<file path="src/design/jpp_pkg.sv">
package jpp_pkg;

    localparam int MAX_DEPTH = 30;
    localparam int TAB_LIMIT = 30;
    localparam int DEPTH_W   = 5;
    localparam logic [DEPTH_W-1:0] DEPTH_CAP =
        (MAX_DEPTH < TAB_LIMIT) ? DEPTH_W'(MAX_DEPTH) : DEPTH_W'(TAB_LIMIT);

    localparam logic [7:0] C_SPACE  = 8'h20;
    localparam logic [7:0] C_TAB    = 8'h09;
    localparam logic [7:0] C_NL     = 8'h0A;
    localparam logic [7:0] C_CR     = 8'h0D;
    localparam logic [7:0] C_LBRACE = 8'h7B;
    localparam logic [7:0] C_RBRACE = 8'h7D;
    localparam logic [7:0] C_COLON  = 8'h3A;
    localparam logic [7:0] C_COMMA  = 8'h2C;
    localparam logic [7:0] C_QUOTE  = 8'h22;
    localparam logic [7:0] C_BSLASH = 8'h5C;
    localparam logic [7:0] C_SLASH  = 8'h2F;
    localparam logic [7:0] C_STAR   = 8'h2A;

    typedef enum logic [2:0] {
        M_NORMAL = 3'd0,
        M_STRING = 3'd1,
        M_ESC    = 3'd2,
        M_SLASH  = 3'd3,
        M_LINE   = 3'd4,
        M_BLOCK  = 3'd5,
        M_STAR   = 3'd6
    } t_mode;

    typedef enum logic [2:0] {
        S_IDLE  = 3'd0,
        S_LEAD0 = 3'd1,
        S_LEAD1 = 3'd2,
        S_TABS  = 3'd3,
        S_TAIL  = 3'd4
    } t_state;

    typedef enum logic [1:0] {
        SEL_LEAD0 = 2'd0,
        SEL_LEAD1 = 2'd1,
        SEL_TAB   = 2'd2,
        SEL_TAIL  = 2'd3
    } t_sel;

    typedef struct packed {
        logic load;
        logic emit;
        t_sel sel;
        logic last;
    } t_ctl_cmd;

    typedef struct packed {
        logic dec_any;
        logic lead_two;
        logic tabs_nz;
        logic tab_one;
        logic tail_en;
        logic out_free;
    } t_dp_stat;

endpackage

</file>
<file path="src/design/json_pretty_printer.sv">
// Flow: an accepted byte is latched into the run descriptor, and the controller then
// moves the K output bytes it causes (0 to 32) into the single output register,
// one byte per cycle while the output is not stalled; no new input byte is taken
// until the run is done. Tab runs set K for braces, commas and comment ends.
// Reset: synchronous, active low; clears depth, mode, the controller and output valid.
module json_pretty_printer
    import jpp_pkg::*;
(
    input  logic       i_clk,
    input  logic       i_rst_n,
    input  logic       i_in_valid,
    output logic       o_in_stall,
    input  logic [7:0] i_in_byte,
    output logic       o_out_valid,
    input  logic       i_out_stall,
    output logic [7:0] o_out_byte,
    output logic       o_run_end
);

    t_ctl_cmd cmd;
    t_dp_stat stat;

    jpp_controller u_ctl (
        .i_clk      (i_clk),
        .i_rst_n    (i_rst_n),
        .i_in_valid (i_in_valid),
        .i_stat     (stat),
        .o_in_stall (o_in_stall),
        .o_cmd      (cmd)
    );

    jpp_datapath u_dp (
        .i_clk       (i_clk),
        .i_rst_n     (i_rst_n),
        .i_in_byte   (i_in_byte),
        .i_out_stall (i_out_stall),
        .i_cmd       (cmd),
        .o_stat      (stat),
        .o_out_valid (o_out_valid),
        .o_out_byte  (o_out_byte),
        .o_run_end   (o_run_end)
    );

endmodule

</file>
<file path="src/design/jpp_datapath.sv">
module jpp_datapath
    import jpp_pkg::*;
(
    input  logic       i_clk,
    input  logic       i_rst_n,
    input  logic [7:0] i_in_byte,
    input  logic       i_out_stall,
    input  t_ctl_cmd   i_cmd,
    output t_dp_stat   o_stat,
    output logic       o_out_valid,
    output logic [7:0] o_out_byte,
    output logic       o_run_end
);

    t_mode              r_mode, n_mode;
    logic [DEPTH_W-1:0] r_depth, n_depth;

    logic [7:0]         r_lead0, r_lead1, r_tail;
    logic               r_lead_two, r_tail_en;
    logic [DEPTH_W-1:0] r_tab_cnt;

    logic               r_out_valid;
    logic [7:0]         r_out_byte;
    logic               r_out_end;

    logic               d_any, d_two, d_tab, d_tail_en, d_norm;
    logic [7:0]         d_lead0, d_lead1;
    logic [7:0]         c;
    logic [7:0]         emit_byte;

    assign c = i_in_byte;

    always_comb begin
        n_mode    = r_mode;
        n_depth   = r_depth;
        d_any     = 1'b0;
        d_two     = 1'b0;
        d_tab     = 1'b0;
        d_tail_en = 1'b0;
        d_lead0   = c;
        d_lead1   = C_NL;
        d_norm    = 1'b0;
        case (r_mode)
            M_STRING: begin
                d_any = 1'b1;
                if (c == C_BSLASH) begin
                    n_mode = M_ESC;
                end else if (c == C_QUOTE) begin
                    n_mode = M_NORMAL;
                end
            end
            M_ESC: begin
                d_any  = 1'b1;
                n_mode = M_STRING;
            end
            M_SLASH: begin
                if (c == C_SLASH) begin
                    d_any   = 1'b1;
                    d_two   = 1'b1;
                    d_lead0 = C_SLASH;
                    d_lead1 = C_SLASH;
                    n_mode  = M_LINE;
                end else if (c == C_STAR) begin
                    d_any   = 1'b1;
                    d_two   = 1'b1;
                    d_lead0 = C_SLASH;
                    d_lead1 = C_STAR;
                    n_mode  = M_BLOCK;
                end else begin
                    d_norm = 1'b1;
                end
            end
            M_LINE: begin
                d_any = 1'b1;
                if (c == C_NL) begin
                    d_tab  = 1'b1;
                    n_mode = M_NORMAL;
                end
            end
            M_BLOCK: begin
                d_any = 1'b1;
                if (c == C_STAR) begin
                    n_mode = M_STAR;
                end
            end
            M_STAR: begin
                d_any = 1'b1;
                if (c == C_SLASH) begin
                    d_two  = 1'b1;
                    d_tab  = 1'b1;
                    n_mode = M_NORMAL;
                end else if (c != C_STAR) begin
                    n_mode = M_BLOCK;
                end
            end
            default: begin
                d_norm = 1'b1;
            end
        endcase

        if (d_norm) begin
            n_mode = M_NORMAL;
            case (c)
                C_SPACE, C_TAB, C_NL, C_CR: begin
                end
                C_LBRACE: begin
                    n_depth = (r_depth < DEPTH_CAP) ? r_depth + 1'b1 : DEPTH_CAP;
                    d_any   = 1'b1;
                    d_two   = 1'b1;
                    d_tab   = 1'b1;
                end
                C_RBRACE: begin
                    n_depth   = (r_depth != '0) ? r_depth - 1'b1 : '0;
                    d_any     = 1'b1;
                    d_lead0   = C_NL;
                    d_tab     = 1'b1;
                    d_tail_en = 1'b1;
                end
                C_COLON: begin
                    d_any   = 1'b1;
                    d_two   = 1'b1;
                    d_lead1 = C_SPACE;
                end
                C_COMMA: begin
                    d_any = 1'b1;
                    d_two = 1'b1;
                    d_tab = 1'b1;
                end
                C_QUOTE: begin
                    d_any  = 1'b1;
                    n_mode = M_STRING;
                end
                C_SLASH: begin
                    n_mode = M_SLASH;
                end
                default: begin
                    d_any = 1'b1;
                end
            endcase
        end
    end

    always_ff @(posedge i_clk) begin
        if (!i_rst_n) begin
            r_mode  <= M_NORMAL;
            r_depth <= '0;
        end else if (i_cmd.load) begin
            r_mode  <= n_mode;
            r_depth <= n_depth;
        end
    end

    // latch the run descriptor for the controller to walk
    always_ff @(posedge i_clk) begin
        if (i_cmd.load) begin
            r_lead0    <= d_lead0;
            r_lead1    <= d_lead1;
            r_lead_two <= d_two;
            r_tail_en  <= d_tail_en;
            r_tail     <= C_RBRACE;
            r_tab_cnt  <= d_tab ? n_depth : '0;
        end else if (i_cmd.emit && i_cmd.sel == SEL_TAB) begin
            r_tab_cnt  <= r_tab_cnt - 1'b1;
        end
    end

    always_comb begin
        case (i_cmd.sel)
            SEL_LEAD0: emit_byte = r_lead0;
            SEL_LEAD1: emit_byte = r_lead1;
            SEL_TAB:   emit_byte = C_TAB;
            SEL_TAIL:  emit_byte = r_tail;
            default:   emit_byte = r_lead0;
        endcase
    end

    always_ff @(posedge i_clk) begin
        if (!i_rst_n) begin
            r_out_valid <= 1'b0;
        end else if (i_cmd.emit) begin
            r_out_valid <= 1'b1;
        end else if (!i_out_stall) begin
            r_out_valid <= 1'b0;
        end
    end

    always_ff @(posedge i_clk) begin
        if (i_cmd.emit) begin
            r_out_byte <= emit_byte;
            r_out_end  <= i_cmd.last;
        end
    end

    assign o_stat.dec_any  = d_any;
    assign o_stat.lead_two = r_lead_two;
    assign o_stat.tabs_nz  = (r_tab_cnt != '0);
    assign o_stat.tab_one  = (r_tab_cnt == DEPTH_W'(1));
    assign o_stat.tail_en  = r_tail_en;
    assign o_stat.out_free = !r_out_valid || !i_out_stall;

    assign o_out_valid = r_out_valid;
    assign o_out_byte  = r_out_byte;
    assign o_run_end   = r_out_end;

endmodule

</file>
<file path="src/design/jpp_controller.sv">
module jpp_controller
    import jpp_pkg::*;
(
    input  logic     i_clk,
    input  logic     i_rst_n,
    input  logic     i_in_valid,
    input  t_dp_stat i_stat,
    output logic     o_in_stall,
    output t_ctl_cmd o_cmd
);

    t_state r_state, n_state;

    always_ff @(posedge i_clk) begin
        if (!i_rst_n) begin
            r_state <= S_IDLE;
        end else begin
            r_state <= n_state;
        end
    end

    always_comb begin
        n_state    = r_state;
        o_cmd      = '0;
        o_in_stall = (r_state != S_IDLE);
        case (r_state)
            S_IDLE: begin
                if (i_in_valid) begin
                    o_cmd.load = 1'b1;
                    if (i_stat.dec_any) begin
                        n_state = S_LEAD0;
                    end
                end
            end
            S_LEAD0: begin
                if (i_stat.out_free) begin
                    o_cmd.emit = 1'b1;
                    o_cmd.sel  = SEL_LEAD0;
                    if (i_stat.lead_two) begin
                        n_state = S_LEAD1;
                    end else if (i_stat.tabs_nz) begin
                        n_state = S_TABS;
                    end else if (i_stat.tail_en) begin
                        n_state = S_TAIL;
                    end else begin
                        n_state = S_IDLE;
                    end
                end
            end
            S_LEAD1: begin
                if (i_stat.out_free) begin
                    o_cmd.emit = 1'b1;
                    o_cmd.sel  = SEL_LEAD1;
                    if (i_stat.tabs_nz) begin
                        n_state = S_TABS;
                    end else if (i_stat.tail_en) begin
                        n_state = S_TAIL;
                    end else begin
                        n_state = S_IDLE;
                    end
                end
            end
            S_TABS: begin
                if (i_stat.out_free) begin
                    o_cmd.emit = 1'b1;
                    o_cmd.sel  = SEL_TAB;
                    if (i_stat.tab_one) begin
                        n_state = i_stat.tail_en ? S_TAIL : S_IDLE;
                    end
                end
            end
            S_TAIL: begin
                if (i_stat.out_free) begin
                    o_cmd.emit = 1'b1;
                    o_cmd.sel  = SEL_TAIL;
                    n_state    = S_IDLE;
                end
            end
            default: begin
                n_state = S_IDLE;
            end
        endcase
        // flag the final beat of the run
        o_cmd.last = o_cmd.emit && (n_state == S_IDLE);
    end

endmodule

</file>
<file path="config.mk">
export PLATFORM = sky130hd
export DESIGN_NAME = json_pretty_printer
export DESIGN_NICKNAME = d
export VERILOG_FILES = /design/src/design/jpp_pkg.sv /design/src/design/json_pretty_printer.sv /design/src/design/jpp_datapath.sv /design/src/design/jpp_controller.sv
export SDC_FILE = /design/constraint.sdc
export NUM_CORES = 1
export LEC_CHECK = 0
export BUFFER_PORTS_ARGS = -buffer_cell sky130_fd_sc_hd__buf_2
export CAP_MARGIN = 20
export CORE_AREA = 2 2 80 82
export DETAILED_ROUTE_END_ITERATION = 12
export DIE_AREA = 0 0 82 84
export PLACE_DENSITY = 0.64
export SETUP_SLACK_MARGIN = 0.05
export SYNTH_ARGS = -nofsm -noshare
export SYNTH_HDL_FRONTEND = slang
export SYNTH_SLANG_ARGS = --single-unit
export TNS_END_PERCENT = 100
</file>
<file path="constraint.sdc">
create_clock -name i_clk -period 2.2 [get_ports i_clk]
set_input_delay 0.22 -clock i_clk [delete_from_list [all_inputs] [get_ports i_clk]]
set_output_delay 0.22 -clock i_clk [all_outputs]
set_load 0.02 [all_outputs]
</file>
; ---- After elaboration in Yosys (flattened, before gate mapping)
; Cells that the tools add are included.
[totals]
register_bits = 44
out_inout_bits = 11
wordCells = 132
[op_classes]
addsub = 3
magnitude_cmp = 1
n_eq_ne = 33
mux = 66
reduce_logical = 18
[op_table]
columns = operator, n
row1 = 8-bit two-way mux, 9
row2 = 3-bit two-way mux, 23
row3 = 8-bit by 6-bit equality test with 1-bit output (second input constant), 6
row4 = 8-bit case mux with 4 select lines, 1
row5 = 5-bit two-way mux, 6
row6 = 8-bit by 4-bit equality test with 1-bit output (second input constant), 3
row7 = 8-bit by 7-bit equality test with 1-bit output (second input constant), 3
row8 = 3-bit case mux with 6 select lines, 1
row9 = 1-bit two-way mux, 17
row10 = 3-bit case mux with 5 select lines, 1
row11 = 3-bit by 2-bit equality test with 1-bit output (second input constant), 4
row12 = 3-bit equality test (second input constant), 4
row13 = 4-bit by 1-bit != test with 1-bit output (second input constant), 3
row14 = 3-bit case mux with 4 select lines, 1
row15 = 5-bit case mux with 2 select lines, 1
row16 = 5-bit nonzero test, 2
row17 = 5-bit OR reduction, 2
row18 = 5-bit by 1-bit subtractor with 5-bit output (second input constant), 2
row19 = 8-bit by 6-bit != test with 1-bit output (second input constant), 1
row20 = 1-bit case mux with 2 select lines, 4
row21 = 7-bit AND reduction, 1
row22 = 7-bit nonzero test, 1
row23 = 3-bit by 1-bit equality test with 1-bit output (second input constant), 2
row24 = 3-bit logical NOT, 2
row25 = 16 further kinds, 21

; ---- Depth between registers and ports, before layout
; Gate-level depths: netlist of the first run.
[depth]
word_depth = 11
ltp_mapped = 8
ltp_nobuf = 7

; ---- Modules after synthesis
; A second synthesis of the first run with hierarchy kept.
[unflattened]
hier_cells = 292
area_unflattened_um2 = 2648.8
[modules_own_cells]
columns = module, instances, cells_per_inst, area_each_um2
row1 = jpp_datapath, 1, 249, 2334.7
row2 = jpp_controller, 1, 43, 314.1

; ---- Least setup slack after synthesis of the first run
; No wires, ideal clock.
[synth_path]
path_kind = register -> register
start = reg u_dp.r_depth[1]
end = reg u_dp.r_tab_cnt[2], data pin
setup_time_ps = 271
t_arrival_ps = 1623
required_ps = 1929
setup_slack_ps = 307
stages_incl_launch_ff = 9
path_buffers = 1
cell_sequence = dfxtp_1 > clkbuf_1 > inv_1 > ha_1 > or4b_4 > a32oi_1 > nand2b_1 > a32oi_1 > o22ai_1
[synth_via]
elab_chain_cells = 6
elab_cells_between_ends = 10
[synth_rtl]
columns = item, line_no
row1 = start: declaration, jpp_datapath.sv:16  ; logic [DEPTH_W-1:0] r_depth, n_depth;
row2 = start signal: assignment, jpp_datapath.sv:149  ; r_depth <= n_depth;
row3 = "5-bit by 1-bit subtractor with 5-bit output, or another cell as far along", jpp_datapath.sv:113  ; n_depth = (r_depth != '0) ? r_depth - 1'b1 : '0;
row4 = 5-bit two-way mux (on tied branches), "jpp_datapath.sv:113, jpp_datapath.sv:107"
row5 = 5-bit case mux with 2 select lines (*), jpp_datapath.sv:103  ; case (c)
row6 = 5-bit two-way mux (*), jpp_datapath.sv:101  ; if (d_norm) begin
row7 = 5-bit two-way mux (*), jpp_datapath.sv:161  ; r_tab_cnt <= d_tab ? n_depth : '0;
row8 = 5-bit two-way mux (*), jpp_datapath.sv:155  ; if (i_cmd.load) begin
row9 = end signal: assignment, jpp_datapath.sv:161
row10 = end signal: assignment, jpp_datapath.sv:163  ; r_tab_cnt <= r_tab_cnt - 1'b1;
row11 = end: declaration, jpp_datapath.sv:20  ; logic [DEPTH_W-1:0] r_tab_cnt;
; Every way passes the cells marked *; elsewhere a longest branch is shown, timed or not.
; A chain may end at the register's enable or synchronous reset.

; ---- Final worst setup path of the first run
; Same ends and word-level chain as after synthesis.

==> results of run 1 <==
final cells by class:
cell class / count / area share (%)
Tap cell: 77 / 3.27
Timing Repair Buffer: 33 / 6.54
Clock buffer: 5 / 2.34
Clock inverter: 3 / 1.49
Multi-Input combinational cell: 209 / 49.3
Sequential cell: 39 / 35.7
Inverter: 11 / 1.40
synth_stat cells (3+ instances only):
cell	number
nor3b_1	3
o22ai_1	9
inv_1	9
nand4_1	6
o21ai_0	7
o21ai_1	3
a21oi_1	7
edfxtp_1	27
dfxtp_1	12
and2_1	7
nor2b_1	13
xnor2_1	6
nand2_1	26
o211ai_1	5
nand3_1	10
a31oi_1	4
and3_1	3
nor3_1	8
buf_2	5
ha_1	6
clkbuf_1	11
nor2_1	14
nand2b_1	8
mux2i_1	13
through the flow:
stage	cell area, um^2	total power, W	util [%]
after floorplan	2630	0.00168	-
after global placement	2830	0.00187	46.5
after detailed placement	2830	0.00188	46.5
after CTS	2950	0.00249	48.3
after global routing	2950	0.00261	48.3
final	2950	0.00246	48.3
metal layers:
layer | up-vias | share of wire, %
li1 | 1073 | -
met1 | 997 | 47
met2 | 67 | 47
met3 | 7 | 4.8
met5 | - | 0
met4 | 0 | 1.3
power groups by stage:
stage | clock, W | sequential, W | combinational [W]
global route | 0.000641 | 0.00113 | 0.000844
finish | 0.000598 | 0.00111 | 0.000750
detailed placement | 0 | 0.00113 | 0.000755
global placement | 0 | 0.00112 | 0.000746
floorplan | 0 | 0.00119 | 0.000489
CTS | 0.000618 | 0.00111 | 0.000758
registers in the layout, indices dropped and copies added, names as in the netlist:
name	flops
u_dp.o_run_end	1
u_dp.o_out_valid	1
u_dp.r_tab_cnt	5
u_dp.r_mode	3
u_dp.r_lead0	8
u_dp.r_lead_two	1
u_dp.r_lead1	3
u_ctl.r_state	3
u_dp.r_depth	5
u_dp.r_tail_en	1
u_dp.o_out_byte	8
worst max-delay path, stage by stage (launching register included):
cell      delay, ns
dfxtp_1        0.40
inv_1          0.11
ha_1           0.14
or4b_4         0.47
nand2_1        0.11
o221ai_1       0.14
a32oi_1        0.23
o22ai_1        0.10
path summary, 6_finish.rpt:
check,from,endpoint,slack [ns],cells after the start
max,u_dp.r_depth[1],u_dp.r_tab_cnt[2],0.23,7
min,i_in_byte[3],u_dp.r_lead0[3],0.23,1
max reg2reg,u_dp.r_depth[1],u_dp.r_tab_cnt[2],0.23,7
min reg2reg,u_dp.r_lead0[0],u_dp.o_out_byte[0],0.55,1
logic make-up (layout without fill, tap and decap cells):
group / Yosys count / after routing / share of synthesized area [%]
adders and majority gates: 6 / 6 / 2.86
buffers and inverters: 29 / 52 / 4.67
and+or+nand+nor: 121 / 121 / 27.3
muxes: 15 / 15 / 5.81
xor gates and xnor gates: 7 / 7 / 2.33
AOI/OAI and AO/OA: 60 / 60 / 17.1
DFF: 39 / 39 / 40.0
placed cells by master (no fill, tap or decap), types with 3 or more instances in the layout:
| master | netlist | final |
|---|---|---|
| dfxtp_1 | 12 | 12 |
| nand4_1 | 6 | 6 |
| clkbuf_8 | 0 | 5 |
| o21ai_0 | 7 | 7 |
| a31oi_1 | 4 | 4 |
| nand3_1 | 10 | 10 |
| nor2_1 | 14 | 14 |
| nor2b_1 | 13 | 13 |
| o21ai_1 | 3 | 3 |
| mux2i_1 | 13 | 13 |
| xnor2_1 | 6 | 6 |
| nor3_1 | 8 | 8 |
| and2_1 | 7 | 7 |
| ha_1 | 6 | 6 |
| buf_4 | 0 | 11 |
| a21oi_1 | 7 | 7 |
| inv_1 | 9 | 9 |
| nor3b_1 | 3 | 3 |
| buf_2 | 5 | 22 |
| nand2_1 | 26 | 26 |
| o22ai_1 | 9 | 9 |
| o211ai_1 | 5 | 5 |
| and3_1 | 3 | 3 |
| nand2b_1 | 8 | 8 |
| edfxtp_1 | 27 | 27 |
==> metrics.cfg, run 1 <==
[status]
status = completed

[yosys]
yosysUniqueCellTypes = 64
yosys.area.top_type = edfxtp_1
syn_avg_cell_area_um2 = 9.48
synth_edf_count = 27
synth-async-reset-ratio_pct = 0
synth_top_flop_cell = edfxtp_1
ys_warn_count = 0
syn-instance-count = 277
syn_area_um2 = 2630
synthTopCellsByArea = edfxtp_1 31%, dfxtp_1 9.1%, mux2i_1 5.0%
synth-seq-cells = 39
synthDominantCellAreaShare_pct = 30.9
yosysSeqAreaShare_pct = 40.0
synth_fp_nets = 295

[global_routing]
grt_pass1_vias = 2028
grtUsageMet2_pct = 28.0
grt_use_total_pct = 17.6
grt_pass1_wl_um = 9630
gr-usage-met3_pct = 3.57
antenna_found_initial = 0
grt.busiest_layer = met2
grt_start_max_net_pins = 22
globalRouteMet1Util_pct = 23.8
grt-ovfl-total = 0

[floorplanning]
row_count = 29
coreArea_um2 = 6100
dieArea_um2 = 6890
die_h_um = 84
start_util_pct = 43.1
pin_count = 23
dieWidth_um = 82

[place]
gp_congestion = 0.844
port_buffers = 22
pre_cts_ws_ns = 0.256
dp_hpwl_um = 4240
dp.cells = 369

[drt]
firstDrtPassIters = 6
wl_per_cell_um = 15.0
drc = 0
num_vias = 2144
initialDrtViolationCount = 101
wirelength_um = 5660
postRouteAntennaNets = 0
routed_via_density = 5.69

[worst_setup_path]
cp.arrival_ns = 1.99
critPathKind = flop to flop
cp-end-kind = flop
worstPathRequired_ns = 2.23
worstSetupStartpointType = flop
cp_max_fo = 9

[clock_tree]
cts_tree = yes
postCtsHoldBufs = 0
h-tree-depth = 2
clkLatencyLatePin_ns = 0.29
path_clk_slew_ns = 0.08
cts_buffer_depth = 2
clock-sinks = 39
root_buffer = clkbuf_8
post_cts_resize_count = 0
cts_buffers = 5
cts_setup_buffers = 0

[sta]
fin_crit_ns = 1.97
hold_ws_ns = 0.231
fin_skew_ns = 0.00596
fin_tns_setup_ns = 0
fin_ws_ns = 0.232
hold_viol_final = 0
slew_headroom_pct = 49.4
fmax_ghz = 0.508
slew_viol_final = 0
setup_viol = 0
worst_pin_slew_ns = 0.751
rsz0062_at_grt = no
min_period_over_period_pct = 89.4

[pwr]
p_comb_share_pct = 30.5
ir_worst_vdd_uv = 444
switching_share_pct = 33.5
p_seq_share_pct = 45.2
power.leakage_nw = 1.11
p_clk_share_pct = 24.3
power_switching_w = 0.000824
pwr_density_cell_nw_per_um2 = 834
p_int_w = 0.00163

[finish]
multi_input_area_um2 = 1450
finalNonFillerCells = 377
antenna_cells = 0
post_route_cells_drive_above_1_share_pct = 18.3
fillers = 591
ff_latch_area_um2 = 1050
area_growth_pct = 12.2
final_net_count = 317

[hold_path]
hold_path_class = input port to flop

[run]
drv_cap = 0

Power figures use the tool's default switching activity.
==> run 2: changes to the inputs <==
--- a/config.mk
+++ b/config.mk
@@ -10,6 +10,7 @@
 export CORE_AREA = 2 2 80 82
 export DETAILED_ROUTE_END_ITERATION = 12
 export DIE_AREA = 0 0 82 84
+export MAX_ROUTING_LAYER = met4
 export PLACE_DENSITY = 0.64
 export SETUP_SLACK_MARGIN = 0.05
 export SYNTH_ARGS = -nofsm -noshare
==> run 2 against run 1 <==
  * Highest routed layer unchanged
  * Clock power hardly changed
  * Sequential share of layout area stayed put
  * Cell count stayed put
==> metrics.cfg, run 2 (same netlist as run 1, synthesis figures left out) <==
[global_routing]
grt_pass1_wl_um = 9650  ; was 9630 um
grt_pass1_vias = 2027  ; was 2028
grt_start_max_net_pins = 22  ; unchanged
grt-ovfl-total = 0  ; unchanged
antenna_found_initial = 0  ; unchanged
grt_use_total_pct = 18.2  ; was 17.6%

[place]
dp.cells = 369  ; unchanged
dp_hpwl_um = 4240  ; unchanged
port_buffers = 22  ; unchanged
gp_congestion = 0.858  ; was 0.844
placed_area_um2 = 2830  ; unchanged

[clock_tree]
h-tree-depth = 2  ; unchanged
cts_tree = yes  ; unchanged
cts_buffer_depth = 2  ; unchanged
path_clk_slew_ns = 0.08  ; about the same
root_buffer = clkbuf_8  ; unchanged
cts_buffers = 5  ; unchanged
cts_setup_buffers = 0  ; unchanged
post_cts_resize_count = 0  ; unchanged
clock-sinks = 39  ; unchanged
postCtsHoldBufs = 0  ; unchanged
clkLatencyLatePin_ns = 0.29  ; about the same

[floorplanning]
dieArea_um2 = 6890  ; unchanged
pin_count = 23  ; unchanged
row_count = 29  ; unchanged
coreArea_um2 = 6100  ; unchanged
start_util_pct = 43.1  ; unchanged
dieWidth_um = 82  ; unchanged
die_h_um = 84  ; unchanged

[hold_path]
hold_path_class = input port to flop  ; unchanged

[pwr]
p_seq_share_pct = 45.1  ; was 45.2%
pwr_density_cell_nw_per_um2 = 834  ; about the same
power_switching_w = 0.000824  ; about the same
p_int_w = 0.00163  ; about the same
p_clk_share_pct = 24.4  ; was 24.3%
power.leakage_nw = 1.11  ; unchanged
ir_worst_vdd_uv = 443  ; was 444 uV
p_comb_share_pct = 30.5  ; about the same
switching_share_pct = 33.5  ; about the same
totalPowerFinal_w = 0.00246  ; about the same

[sta]
fin_skew_ns = 0.00446  ; was 0.00596 ns
slew_headroom_pct = 49.6  ; was 49.4%
fin_crit_ns = 1.98  ; was 1.97 ns
fin_tns_setup_ns = 0  ; unchanged
min_period_over_period_pct = 89.8  ; was 89.4%
slew_viol_final = 0  ; unchanged
worst_pin_slew_ns = 0.748  ; was 0.751 ns
rsz0062_at_grt = no  ; unchanged
setup_viol = 0  ; unchanged
hold_viol_final = 0  ; unchanged
fmax_ghz = 0.506  ; was 0.508 GHz

[drt]
routed_via_density = 5.75  ; was 5.69
wl_per_cell_um = 15.1  ; was 15.0 um
drc = 0  ; unchanged
postRouteAntennaNets = 0  ; unchanged
num_vias = 2167  ; was 2144
firstDrtPassIters = 5  ; was 6
initialDrtViolationCount = 88  ; was 101
wirelength_um = 5680  ; was 5660 um

[finish]
layout_common_cells = 27 x edfxtp_1, 26 x nand2_1, 22 x buf_2, 14 x nor2_1  ; unchanged
area_growth_pct = 12.2  ; unchanged
final_net_count = 317  ; unchanged
final_area_um2 = 2950  ; unchanged
post_route_cells_drive_above_1_share_pct = 18.3  ; unchanged
layout_commonest_cell = edfxtp_1  ; unchanged
finalNonFillerCells = 377  ; unchanged
antenna_cells = 0  ; unchanged
fillers = 591  ; unchanged

[worst_setup_path]
worstSetupStartpointType = flop  ; unchanged
cp-end-kind = flop  ; unchanged
worstPathRequired_ns = 2.23  ; about the same
cp_max_fo = 9  ; unchanged
cp.arrival_ns = 2.00  ; was 1.99 ns
critPathKind = flop to flop  ; unchanged

[run]
drv_cap = 0  ; unchanged

[status]
status = completed  ; unchanged

==> run 2: cell counts in the layout (fill, tap and decap cells not counted) <==
No cell type changed its count.
==> run 2: cell type report <==
type	count	area, um^2	area share [%]
timing repair buffer	33	193	6.54
multi-input combinational	209	1450	49.3
tap	77	96.3	3.27
inverter	11	41.3	1.40
clock buffer	5	68.8	2.34
clock inverter	3	43.8	1.49
sequential	39	1050	35.7
==> run 2: routing by layer <==
metal	vias to the layer above	global-route usage [%]	share of wire, %
met4	0	5.61	1.4
li1	1074	-	-
met3	10	3.90	5.1
met5	-	-	0
met2	66	27.8	48
met1	1017	24.1	46
==> run 2: worst paths after layout <==
kind	from	end	slack, ns	cells past startpoint
hold reg to reg	u_dp.r_lead0[0]	u_dp.o_out_byte[0]	0.55	1
setup / recovery	u_dp.r_depth[1]	u_dp.r_tab_cnt[2]	0.22	7
setup reg to reg	u_dp.r_depth[1]	u_dp.r_tab_cnt[2]	0.22	7
hold / removal	i_in_byte[3]	u_dp.r_lead0[3]	0.22	1
==> run 2: power by group through the flow <==
| stage | Combinational [W] | Sequential (W) | Clock (W) |
|---|---|---|---|
| detailed placement | 0.000755 | 0.00113 | 0 |
| floorplan | 0.000489 | 0.00119 | 0 |
| global route | 0.000844 | 0.00113 | 0.000646 |
| finish | 0.000749 | 0.00111 | 0.000599 |
| global placement | 0.000746 | 0.00112 | 0 |
| CTS | 0.000758 | 0.00111 | 0.000618 |
==> run 2: worst max-delay path: stages (launching register included) <==
cell	delay, ns
dfxtp_1	0.40
inv_1	0.11
ha_1	0.15
or4b_4	0.47
nand2_1	0.11
o221ai_1	0.14
a32oi_1	0.23
o22ai_1	0.10
==> run 2: stage by stage <==
| stage | setup WS, ns | hold slack, ns | utilization (%) |
|---|---|---|---|
| 2_1_floorplan | 0.307 | 0.371 | - |
| 3_3_place_gp | 0.317 | 0.528 | 46.5 |
| 3_5_place_dp | 0.256 | 0.517 | 46.5 |
| 4_1_cts | 0.239 | 0.214 | 48.3 |
| 5_1_grt | 0.0728 | 0.217 | 48.3 |
| 6_report | 0.225 | 0.224 | 48.3 |
